==> src/design/ssgm_pkg.sv <==
// Shared constants, types and helpers for the slewed sensor gauge mapper.
`default_nettype none

package ssgm_pkg;

  // Sensor modes held in the mode register
  localparam logic [2:0] MODE_CO2      = 3'd0;
  localparam logic [2:0] MODE_PM10     = 3'd1;
  localparam logic [2:0] MODE_PM2_5    = 3'd2;
  localparam logic [2:0] MODE_TEMP     = 3'd3;
  localparam logic [2:0] MODE_HUMIDITY = 3'd4;
  localparam logic [2:0] MODE_PRESSURE = 3'd5;

  // Register map: word index taken from the address
  localparam logic REG_SENSOR_MODE = 1'b0;

  // Input item operations
  localparam logic OP_SAMPLE = 1'b0;
  localparam logic OP_CLEAR  = 1'b1;

  // Floors applied before the step
  localparam logic [15:0] CO2_FLOOR      = 16'd352;
  localparam logic [15:0] PRESSURE_FLOOR = 16'd976;

  // Bar lengths for the full-ring cases
  localparam logic [5:0] BAR_HALF = 6'd16;
  localparam logic [5:0] BAR_FULL = 6'd32;

  typedef enum logic [3:0] {
    COL_BLUE        = 4'd0,
    COL_GREEN       = 4'd1,
    COL_YELLOW      = 4'd2,
    COL_RED         = 4'd3,
    COL_MAGENTA     = 4'd4,
    COL_DARKBLUE    = 4'd5,
    COL_ORANGE      = 4'd6,
    COL_CYAN        = 4'd7,
    COL_GREENYELLOW = 4'd8
  } color_t;

  // x / 6 for x up to 96, by reciprocal 43/256
  function automatic logic [4:0] div6(input logic [6:0] x);
    logic [12:0] p;
    p = {6'd0, x} * 13'd43;
    return p[12:8];
  endfunction

  // x / 5 for x up to 80, by reciprocal 205/1024
  function automatic logic [4:0] div5(input logic [6:0] x);
    logic [14:0] p;
    p = {8'd0, x} * 15'd205;
    return p[14:10];
  endfunction

  // x / 3 for x up to 48, by reciprocal 171/512
  function automatic logic [4:0] div3(input logic [5:0] x);
    logic [13:0] p;
    p = {8'd0, x} * 14'd171;
    return p[13:9];
  endfunction

endpackage

`default_nettype wire

==> src/design/slewed_sensor_gauge_mapper.sv <==
// Top level of the slewed sensor gauge mapper: item path, state and register port.
//
// Usage
//   Input channel (in_valid/in_ready): one item carries an op, a target reading, a
//   brightness and a refresh flag. A sample moves the tracked value one count toward
//   the target (after the CO2 or pressure floor) and, when the value has changed or a
//   refresh is forced, yields one gauge item on the result channel
//   (out_valid/out_ready). A clear op zeroes the tracked and shown values and yields
//   nothing; so does a sample while the mode register holds an unused code.
//   Path: the accepting edge loads the input register, and the result register is loaded
//   from it once that register is free or being drained.
//   Throughput: one item per cycle, sustained while out_ready stays high; the step-and-map
//   logic between the input register and the result register is a single pass with no loop.
//   Stall: while a result waits on out_ready the input register still takes one more
//   item; that item then holds until the result register is freed.
//   Reset (rst_n low, synchronous): both registers empty, tracked and shown values
//   zero, mode CO2.
//   Register port: APB style, zero wait states; the sensor mode register sits at byte
//   address 0. Write it only while the block is idle.
`default_nettype none

module slewed_sensor_gauge_mapper (
  input  wire logic        clk,
  input  wire logic        rst_n,
  // input channel
  input  wire logic        in_valid,
  output logic             in_ready,
  input  wire logic        in_op,
  input  wire logic [15:0] in_target_value,
  input  wire logic [7:0]  in_brightness,
  input  wire logic        in_force_refresh,
  // result channel
  output logic             out_valid,
  input  wire logic        out_ready,
  output logic [5:0]       out_bar_length,
  output logic [3:0]       out_front_color,
  output logic [3:0]       out_back_color,
  output logic [7:0]       out_level_brightness,
  output logic [15:0]      out_shown_value,
  // register port
  input  wire logic        cfg_psel,
  input  wire logic        cfg_penable,
  input  wire logic        cfg_pwrite,
  input  wire logic [2:0]  cfg_paddr,
  input  wire logic [31:0] cfg_pwdata,
  output logic [31:0]      cfg_prdata,
  output logic             cfg_pready
);
  import ssgm_pkg::*;

  // Input register
  logic        in_valid_r;
  logic        op_r;
  logic [15:0] target_r;
  logic [7:0]  bright_r;
  logic        force_r;

  // State
  logic [15:0] tracked_r, tracked_nxt;
  logic [15:0] shown_r, shown_nxt;
  logic [2:0]  mode_r;

  // Result register
  logic        out_valid_r;
  logic [5:0]  len_r, len_nxt;
  color_t      front_r, front_nxt;
  color_t      back_r, back_nxt;
  logic [7:0]  obright_r;
  logic [15:0] oshown_r;

  logic        advance;
  logic        emit;
  logic        cfg_wr;
  logic [15:0] floored;
  logic [15:0] stepped;
  logic [15:0] d;

  // Move the held item on once the result register is free or being drained
  assign advance  = in_valid_r && (!out_valid_r || out_ready);
  assign in_ready = !in_valid_r || advance;

  assign cfg_pready = 1'b1;
  assign cfg_wr     = cfg_psel && cfg_penable && cfg_pwrite && cfg_pready;
  assign cfg_prdata = (cfg_paddr[2] == REG_SENSOR_MODE) ? {29'd0, mode_r} : 32'd0;

  always_ff @(posedge clk) begin
    if (!rst_n) begin
      mode_r <= MODE_CO2;
    end else if (cfg_wr && cfg_paddr[2] == REG_SENSOR_MODE) begin
      mode_r <= cfg_pwdata[2:0];
    end
  end

  // Capture the item
  always_ff @(posedge clk) begin
    if (!rst_n) begin
      in_valid_r <= 1'b0;
    end else if (in_ready) begin
      in_valid_r <= in_valid;
    end
  end

  always_ff @(posedge clk) begin
    if (in_valid && in_ready) begin
      op_r     <= in_op;
      target_r <= in_target_value;
      bright_r <= in_brightness;
      force_r  <= in_force_refresh;
    end
  end

  // Step, decide on a result, and map the value onto the mode's bands
  always_comb begin
    floored = tracked_r;
    if (mode_r == MODE_CO2 && tracked_r < CO2_FLOOR) begin
      floored = CO2_FLOOR;
    end
    if (mode_r == MODE_PRESSURE && tracked_r < PRESSURE_FLOOR) begin
      floored = PRESSURE_FLOOR;
    end
    if (floored < target_r) begin
      stepped = floored + 16'd1;
    end else if (floored > target_r) begin
      stepped = floored - 16'd1;
    end else begin
      stepped = floored;
    end

    tracked_nxt = tracked_r;
    shown_nxt   = shown_r;
    emit        = 1'b0;
    if (op_r == OP_CLEAR) begin
      tracked_nxt = 16'd0;
      shown_nxt   = 16'd0;
    end else if (mode_r <= MODE_PRESSURE) begin
      tracked_nxt = stepped;
      if (stepped != shown_r || force_r) begin
        emit      = 1'b1;
        shown_nxt = stepped;
      end
    end

    d         = 16'd0;
    len_nxt   = BAR_HALF;
    front_nxt = COL_BLUE;
    back_nxt  = COL_BLUE;
    case (mode_r)
      MODE_CO2: begin
        if (stepped <= 16'd352) begin
          len_nxt = BAR_HALF; front_nxt = COL_BLUE; back_nxt = COL_BLUE;
        end else if (stepped <= 16'd448) begin
          d = stepped - 16'd352;
          len_nxt = {1'b0, div6(d[6:0])}; front_nxt = COL_GREEN; back_nxt = COL_BLUE;
        end else if (stepped <= 16'd544) begin
          d = stepped - 16'd448;
          len_nxt = {1'b0, div6(d[6:0])}; front_nxt = COL_YELLOW; back_nxt = COL_GREEN;
        end else if (stepped <= 16'd640) begin
          d = stepped - 16'd544;
          len_nxt = {1'b0, div6(d[6:0])}; front_nxt = COL_RED; back_nxt = COL_YELLOW;
        end else if (stepped <= 16'd736) begin
          d = stepped - 16'd640;
          len_nxt = {1'b0, div6(d[6:0])}; front_nxt = COL_MAGENTA; back_nxt = COL_RED;
        end else begin
          len_nxt = BAR_HALF; front_nxt = COL_MAGENTA; back_nxt = COL_MAGENTA;
        end
      end
      MODE_PM10: begin
        if (stepped == 16'd0) begin
          len_nxt = BAR_HALF; front_nxt = COL_BLUE; back_nxt = COL_BLUE;
        end else if (stepped <= 16'd16) begin
          len_nxt = stepped[5:0]; front_nxt = COL_GREEN; back_nxt = COL_BLUE;
        end else if (stepped <= 16'd48) begin
          d = stepped - 16'd16;
          len_nxt = {1'b0, d[5:1]}; front_nxt = COL_YELLOW; back_nxt = COL_GREEN;
        end else if (stepped <= 16'd128) begin
          d = stepped - 16'd48;
          len_nxt = {1'b0, div5(d[6:0])}; front_nxt = COL_RED; back_nxt = COL_YELLOW;
        end else if (stepped <= 16'd176) begin
          d = stepped - 16'd128;
          len_nxt = {1'b0, div3(d[5:0])}; front_nxt = COL_MAGENTA; back_nxt = COL_RED;
        end else begin
          len_nxt = BAR_HALF; front_nxt = COL_MAGENTA; back_nxt = COL_MAGENTA;
        end
      end
      MODE_PM2_5: begin
        if (stepped == 16'd0) begin
          len_nxt = BAR_HALF; front_nxt = COL_BLUE; back_nxt = COL_BLUE;
        end else if (stepped <= 16'd16) begin
          len_nxt = stepped[5:0]; front_nxt = COL_GREEN; back_nxt = COL_BLUE;
        end else if (stepped <= 16'd32) begin
          d = stepped - 16'd16;
          len_nxt = d[5:0]; front_nxt = COL_YELLOW; back_nxt = COL_GREEN;
        end else if (stepped <= 16'd80) begin
          d = stepped - 16'd32;
          len_nxt = {1'b0, div3(d[5:0])}; front_nxt = COL_RED; back_nxt = COL_YELLOW;
        end else if (stepped <= 16'd128) begin
          d = stepped - 16'd80;
          len_nxt = {1'b0, div3(d[5:0])}; front_nxt = COL_MAGENTA; back_nxt = COL_RED;
        end else begin
          len_nxt = BAR_HALF; front_nxt = COL_MAGENTA; back_nxt = COL_MAGENTA;
        end
      end
      MODE_TEMP: begin
        if (stepped <= 16'd16) begin
          len_nxt = BAR_HALF; front_nxt = COL_DARKBLUE; back_nxt = COL_DARKBLUE;
        end else if (stepped <= 16'd32) begin
          d = stepped - 16'd16;
          len_nxt = d[5:0]; front_nxt = COL_ORANGE; back_nxt = COL_DARKBLUE;
        end else begin
          len_nxt = BAR_HALF; front_nxt = COL_ORANGE; back_nxt = COL_ORANGE;
        end
      end
      MODE_HUMIDITY: begin
        if (stepped <= 16'd16) begin
          len_nxt = BAR_HALF; front_nxt = COL_DARKBLUE; back_nxt = COL_DARKBLUE;
        end else if (stepped <= 16'd80) begin
          d = stepped - 16'd16;
          len_nxt = {1'b0, d[6:2]}; front_nxt = COL_CYAN; back_nxt = COL_DARKBLUE;
        end else begin
          len_nxt = BAR_HALF; front_nxt = COL_CYAN; back_nxt = COL_CYAN;
        end
      end
      MODE_PRESSURE: begin
        // Eight counts per band, two segments per count
        if (stepped <= 16'd976) begin
          len_nxt = BAR_HALF; front_nxt = COL_DARKBLUE; back_nxt = COL_DARKBLUE;
        end else if (stepped <= 16'd984) begin
          d = stepped - 16'd976;
          len_nxt = {1'b0, d[3:0], 1'b0}; front_nxt = COL_BLUE; back_nxt = COL_DARKBLUE;
        end else if (stepped <= 16'd992) begin
          d = stepped - 16'd984;
          len_nxt = {1'b0, d[3:0], 1'b0}; front_nxt = COL_CYAN; back_nxt = COL_BLUE;
        end else if (stepped <= 16'd1000) begin
          d = stepped - 16'd992;
          len_nxt = {1'b0, d[3:0], 1'b0}; front_nxt = COL_GREEN; back_nxt = COL_CYAN;
        end else if (stepped <= 16'd1008) begin
          d = stepped - 16'd1000;
          len_nxt = {1'b0, d[3:0], 1'b0}; front_nxt = COL_GREENYELLOW; back_nxt = COL_GREEN;
        end else if (stepped <= 16'd1016) begin
          d = stepped - 16'd1008;
          len_nxt = {1'b0, d[3:0], 1'b0}; front_nxt = COL_YELLOW;
          back_nxt = COL_GREENYELLOW;
        end else if (stepped <= 16'd1024) begin
          d = stepped - 16'd1016;
          len_nxt = {1'b0, d[3:0], 1'b0}; front_nxt = COL_ORANGE; back_nxt = COL_YELLOW;
        end else if (stepped <= 16'd1032) begin
          d = stepped - 16'd1024;
          len_nxt = {1'b0, d[3:0], 1'b0}; front_nxt = COL_RED; back_nxt = COL_ORANGE;
        end else if (stepped <= 16'd1040) begin
          d = stepped - 16'd1032;
          len_nxt = {1'b0, d[3:0], 1'b0}; front_nxt = COL_MAGENTA; back_nxt = COL_RED;
        end else begin
          len_nxt = BAR_FULL; front_nxt = COL_MAGENTA; back_nxt = COL_MAGENTA;
        end
      end
      default: begin
        len_nxt = BAR_HALF; front_nxt = COL_BLUE; back_nxt = COL_BLUE;
      end
    endcase
  end

  // Commit the state once per item
  always_ff @(posedge clk) begin
    if (!rst_n) begin
      tracked_r <= 16'd0;
      shown_r   <= 16'd0;
    end else if (advance) begin
      tracked_r <= tracked_nxt;
      shown_r   <= shown_nxt;
    end
  end

  // Result register: drop a taken result, load a fresh one
  always_ff @(posedge clk) begin
    if (!rst_n) begin
      out_valid_r <= 1'b0;
    end else if (advance && emit) begin
      out_valid_r <= 1'b1;
    end else if (out_ready) begin
      out_valid_r <= 1'b0;
    end
  end

  always_ff @(posedge clk) begin
    if (advance && emit) begin
      len_r     <= len_nxt;
      front_r   <= front_nxt;
      back_r    <= back_nxt;
      obright_r <= bright_r;
      oshown_r  <= stepped;
    end
  end

  assign out_valid            = out_valid_r;
  assign out_bar_length       = len_r;
  assign out_front_color      = front_r;
  assign out_back_color       = back_r;
  assign out_level_brightness = obright_r;
  assign out_shown_value      = oshown_r;

endmodule

`default_nettype wire

==> config.mk <==
export PLATFORM = sky130hd
export DESIGN_NAME = slewed_sensor_gauge_mapper
export DESIGN_NICKNAME = d
export VERILOG_FILES = /design/src/design/ssgm_pkg.sv /design/src/design/slewed_sensor_gauge_mapper.sv
export SDC_FILE = /design/constraint.sdc
export NUM_CORES = 1
export LEC_CHECK = 0
export BUFFER_PORTS_ARGS = -buffer_cell sky130_fd_sc_hd__buf_2
export CORE_AREA = 5 5 180 182
export CTS_CLUSTER_DIAMETER = 150
export CTS_CLUSTER_SIZE = 25
export DETAILED_ROUTE_END_ITERATION = 12
export DIE_AREA = 0 0 185 187
export GPL_TIMING_DRIVEN = 0
export REMOVE_ABC_BUFFERS = 1
export SLEW_MARGIN = 30
export SYNTH_ARGS = -nofsm -noshare
export SYNTH_HDL_FRONTEND = slang
export SYNTH_SLANG_ARGS = --single-unit
export TNS_END_PERCENT = 100
==> constraint.sdc <==
create_clock -name clk -period 25.3 [get_ports clk]
set_clock_uncertainty 0.1 [all_clocks]
set_input_delay 7.59 -clock clk [delete_from_list [all_inputs] [get_ports clk]]
set_output_delay 7.59 -clock clk [all_outputs]
set_load 0.1 [all_outputs]
==> impl_metrics.tcl <==
set metrics [dict create \
    io_pins 141 \
    antenna_found_initial 0 \
    p_int_mw 0.341 \
    slowest_stage "buf_2" \
    path_max_fanout 4 \
    synthTopCellsByCount "ha_1, inv_1, nand2_1" \
    path_clk_slew_ns 0.07 \
    nFillCells 3033 \
    placed_cells 1763 \
    hold-path-cell-count 0 \
    final_nets 1665 \
    cp.depth 3 \
    areaGrowthSynthToFinish_pct 8.49 \
    ant_nets 0 \
    start_util_pct 39.4 \
    place_ws_ns 9.34 \
    worstMarginPinSlew_ns 0.904 \
    fin_util_pct 42.8 \
    leakagePower_nw 5.93 \
    yosysTopAreaCell "ha_1" \
    rsz0062_at_grt "false" \
    synth.area.mux_share_pct 1.03 \
    post_cts_resized 0 \
    via_per_inst 5.87 \
    cp_common_cell "buf_2" \
    die_h_um 187 \
    relSlewSlack_pct 39.3 \
    fmax_mhz 62.7 \
    max-cap-violations 0 \
    grt_remaining_overflow 0 \
    cp_slowest_stage_delay_ns 0.43 \
    hp-class "flop to flop" \
    cts_tree "done" \
    path_delay_family "buffers and inverters" \
    post_layout_nonfiller_instances 1779 \
    clock_latency_ns 0.36 \
    yosysWarnings 0 \
    worstPathCellList "buf_2 > nor2b_1 > buf_2" \
    dp_hpwl_mm 28.8 \
    n_antenna_cell 0 \
    post_drt_wl_per_cell_um 20.0 \
    routabilityCongestion 0.913 \
    synth_cells 1334 \
    p_comb_share_pct 45.1 \
    ys_ff_latch 101 \
    worst-path-buf-inv 2 \
    synth-compound-area-share_pct 19.2 \
    cts_made_buffers 9 \
    pwr-share-clk_pct 23.1 \
    register_area_um2 2660 \
    timing.final.crit_period_ns 15.94 \
    crit_path_start_kind "input pin" \
    reg2reg_slack_ns 14.33 \
    synth.most_common_cell "ha_1" \
    p_switching_mw 0.246 \
    synth.distinct_cells 111 \
    synth_top_area_share_pct 18.2 \
    crit_required_ns 17.61 \
    grt_max_degree 28 \
    synth_top_family_by_area "adder cells" \
    yosys.area_share.simple_pct 18.3 \
    synth_edf_count 64 \
    grt_usage_pct 20.2 \
    cp_data_arrival_time_ns 8.25 \
    cts_root_buffer "clkbuf_16" \
    clk_path_buf_depth 2 \
    synth_area_per_cell_um2 9.00 \
    num_rows 64 \
    num_vias 10400 \
    fin_total_pwr_mw 0.587 \
    grt_first_pass_wirelength_mm 56.2 \
    hold_ws_ns 0.321 \
    die_area_um2 34600 \
    remaining_drc_errors 0 \
    setup_viol 0 \
    drive_gt1_share_pct 13.2 \
    power.share.sequential_pct 31.8 \
    core_area_um2 30400 \
    ff2ff_path_depth 35 \
    cts_sinks 101 \
    cts_hold_buffers 0 \
    die_w_um 185 \
    setup_ws_ns 9.36 \
    synth_seq_area_share_pct 22.2 \
    final_area_um2 13000 \
    htree_levels 3 \
    multi_input_area_um2 8560 \
    finalCritPeriodShare_pct 63.0 \
    fin_tns_setup_ns 0 \
    ys_async_sr_fraction_pct 0 \
    cellPowerDensity_nw_per_um2 45.1 \
    yosys.area_share.xor_xnor_pct 5.38 \
    mappedNetlistArea_um2 12000 \
    drt_pass1_iterations 7 \
    synthFlopType "edfxtp_1" \
    final_hold_viol_count 0 \
    irDropWorstVdd_mv 0.0323 \
    run_status "finished clean" \
    grt_pass1_vias 10100 \
    finalWirelength_mm 35.6 \
    dpl-instance-area_um2 12700 \
    crit_type "input pin to primary output" \
    postCtsSetupBuffers 0 \
    slew_violations 0 \
    synth_fa_ha_area_share_pct 25.6 \
    crit_path_end_kind "primary output" \
    synth_area_leaders "ha_1, edfxtp_1, fa_1, dfxtp_1, inv_1" \
    switching_share_pct 41.9 \
    initialDrtViolationCount 790 \
    io_buffers 79 \
]
## logic make-up after synthesis
logic type / count (synthesis)
simple gates: 401
flops: 101
mux: 12
buf+inv: 219
xor+xnor: 72
compound gates: 308
fa+ha+maj: 219
other cells: 2
## layer usage
layer	vias to the layer above	routed length [µm]	global-route usage (%)
met2	403	16900	33.9
met3	76	2240	2.02
met4	0	1000	6.61
met5	-	0	0
li1	4912	-	-
met1	5045	15400	27.3
## worst register-to-register path, delay by kind of cell, from the launching register on
kind	cells	cell delay, ns
AO/OA/AOI/OAI	11	2.46
XOR/XNOR	4	1.14
adder cells (fa/ha/maj)	7	2.45
buffers and inverters	4	0.80
flip-flops	1	0.75
multiplexers	1	0.41
AND/OR/NAND/NOR	8	2.58
## final timing paths
path | endpoint | start
setup / recovery | cfg_prdata[1] | cfg_paddr[2]
hold / removal | out_level_brightness[7] | bright_r[7]
setup reg to reg | out_bar_length[4] | mode_r[0]
hold reg to reg | out_level_brightness[7] | bright_r[7]
## layout by cell type (no fill, tap or decap), types with 7 or more instances in the layout
| master | instances |
|---|---|
| xnor2_1 | 39 |
| or4_1 | 9 |
| nor3_2 | 7 |
| a21oi_1 | 65 |
| fa_1 | 44 |
| nand2b_1 | 13 |
| a211oi_1 | 18 |
| and3_1 | 12 |
| xnor2_2 | 7 |
| o211ai_1 | 12 |
| buf_2 | 79 |
| xor2_1 | 26 |
| conb_1 | 30 |
| edfxtp_1 | 64 |
| o21a_1 | 11 |
| a31oi_1 | 12 |
| and2_1 | 8 |
| nand3_1 | 38 |
| mux2i_1 | 8 |
| nor2b_1 | 14 |
| or3_1 | 10 |
| nand4_1 | 22 |
| inv_1 | 131 |
| clkbuf_16 | 9 |
| ha_1 | 175 |
| nor2_1 | 77 |
| o21ai_0 | 51 |
| nand2_1 | 97 |
| a21o_1 | 9 |
| dfxtp_1 | 37 |
| nor4_1 | 11 |
| a22o_1 | 16 |
| nor3_1 | 30 |
## power groups by stage
stage | clock (mW) | sequential, mW | combinational [mW]
2_1_floorplan | 0 | 0.204 | 0.180
3_3_place_gp | 0 | 0.190 | 0.256
3_5_place_dp | 0 | 0.190 | 0.263
4_1_cts | 0.139 | 0.187 | 0.265
5_1_grt | 0.145 | 0.187 | 0.294
6_report | 0.136 | 0.187 | 0.265
## final cells by class
type	count	share of cell area [%]
Tap cell	396	3.81
Clock inverter	6	0.336
Inverter	134	3.86
Timing Repair Buffer	90	4.00
Clock buffer	10	1.84
Sequential cell	101	20.4
Multi-Input combinational cell	1042	65.7
## state kept, by name, summed over array words and instances, names as in the netlist, 6 cells and up
signal	cells
out_shown_value	16
shown_r	16
target_r	16
tracked_r	16
bright_r	8
out_level_brightness	8
out_bar_length	6
Power figures use the tool's default switching activity.
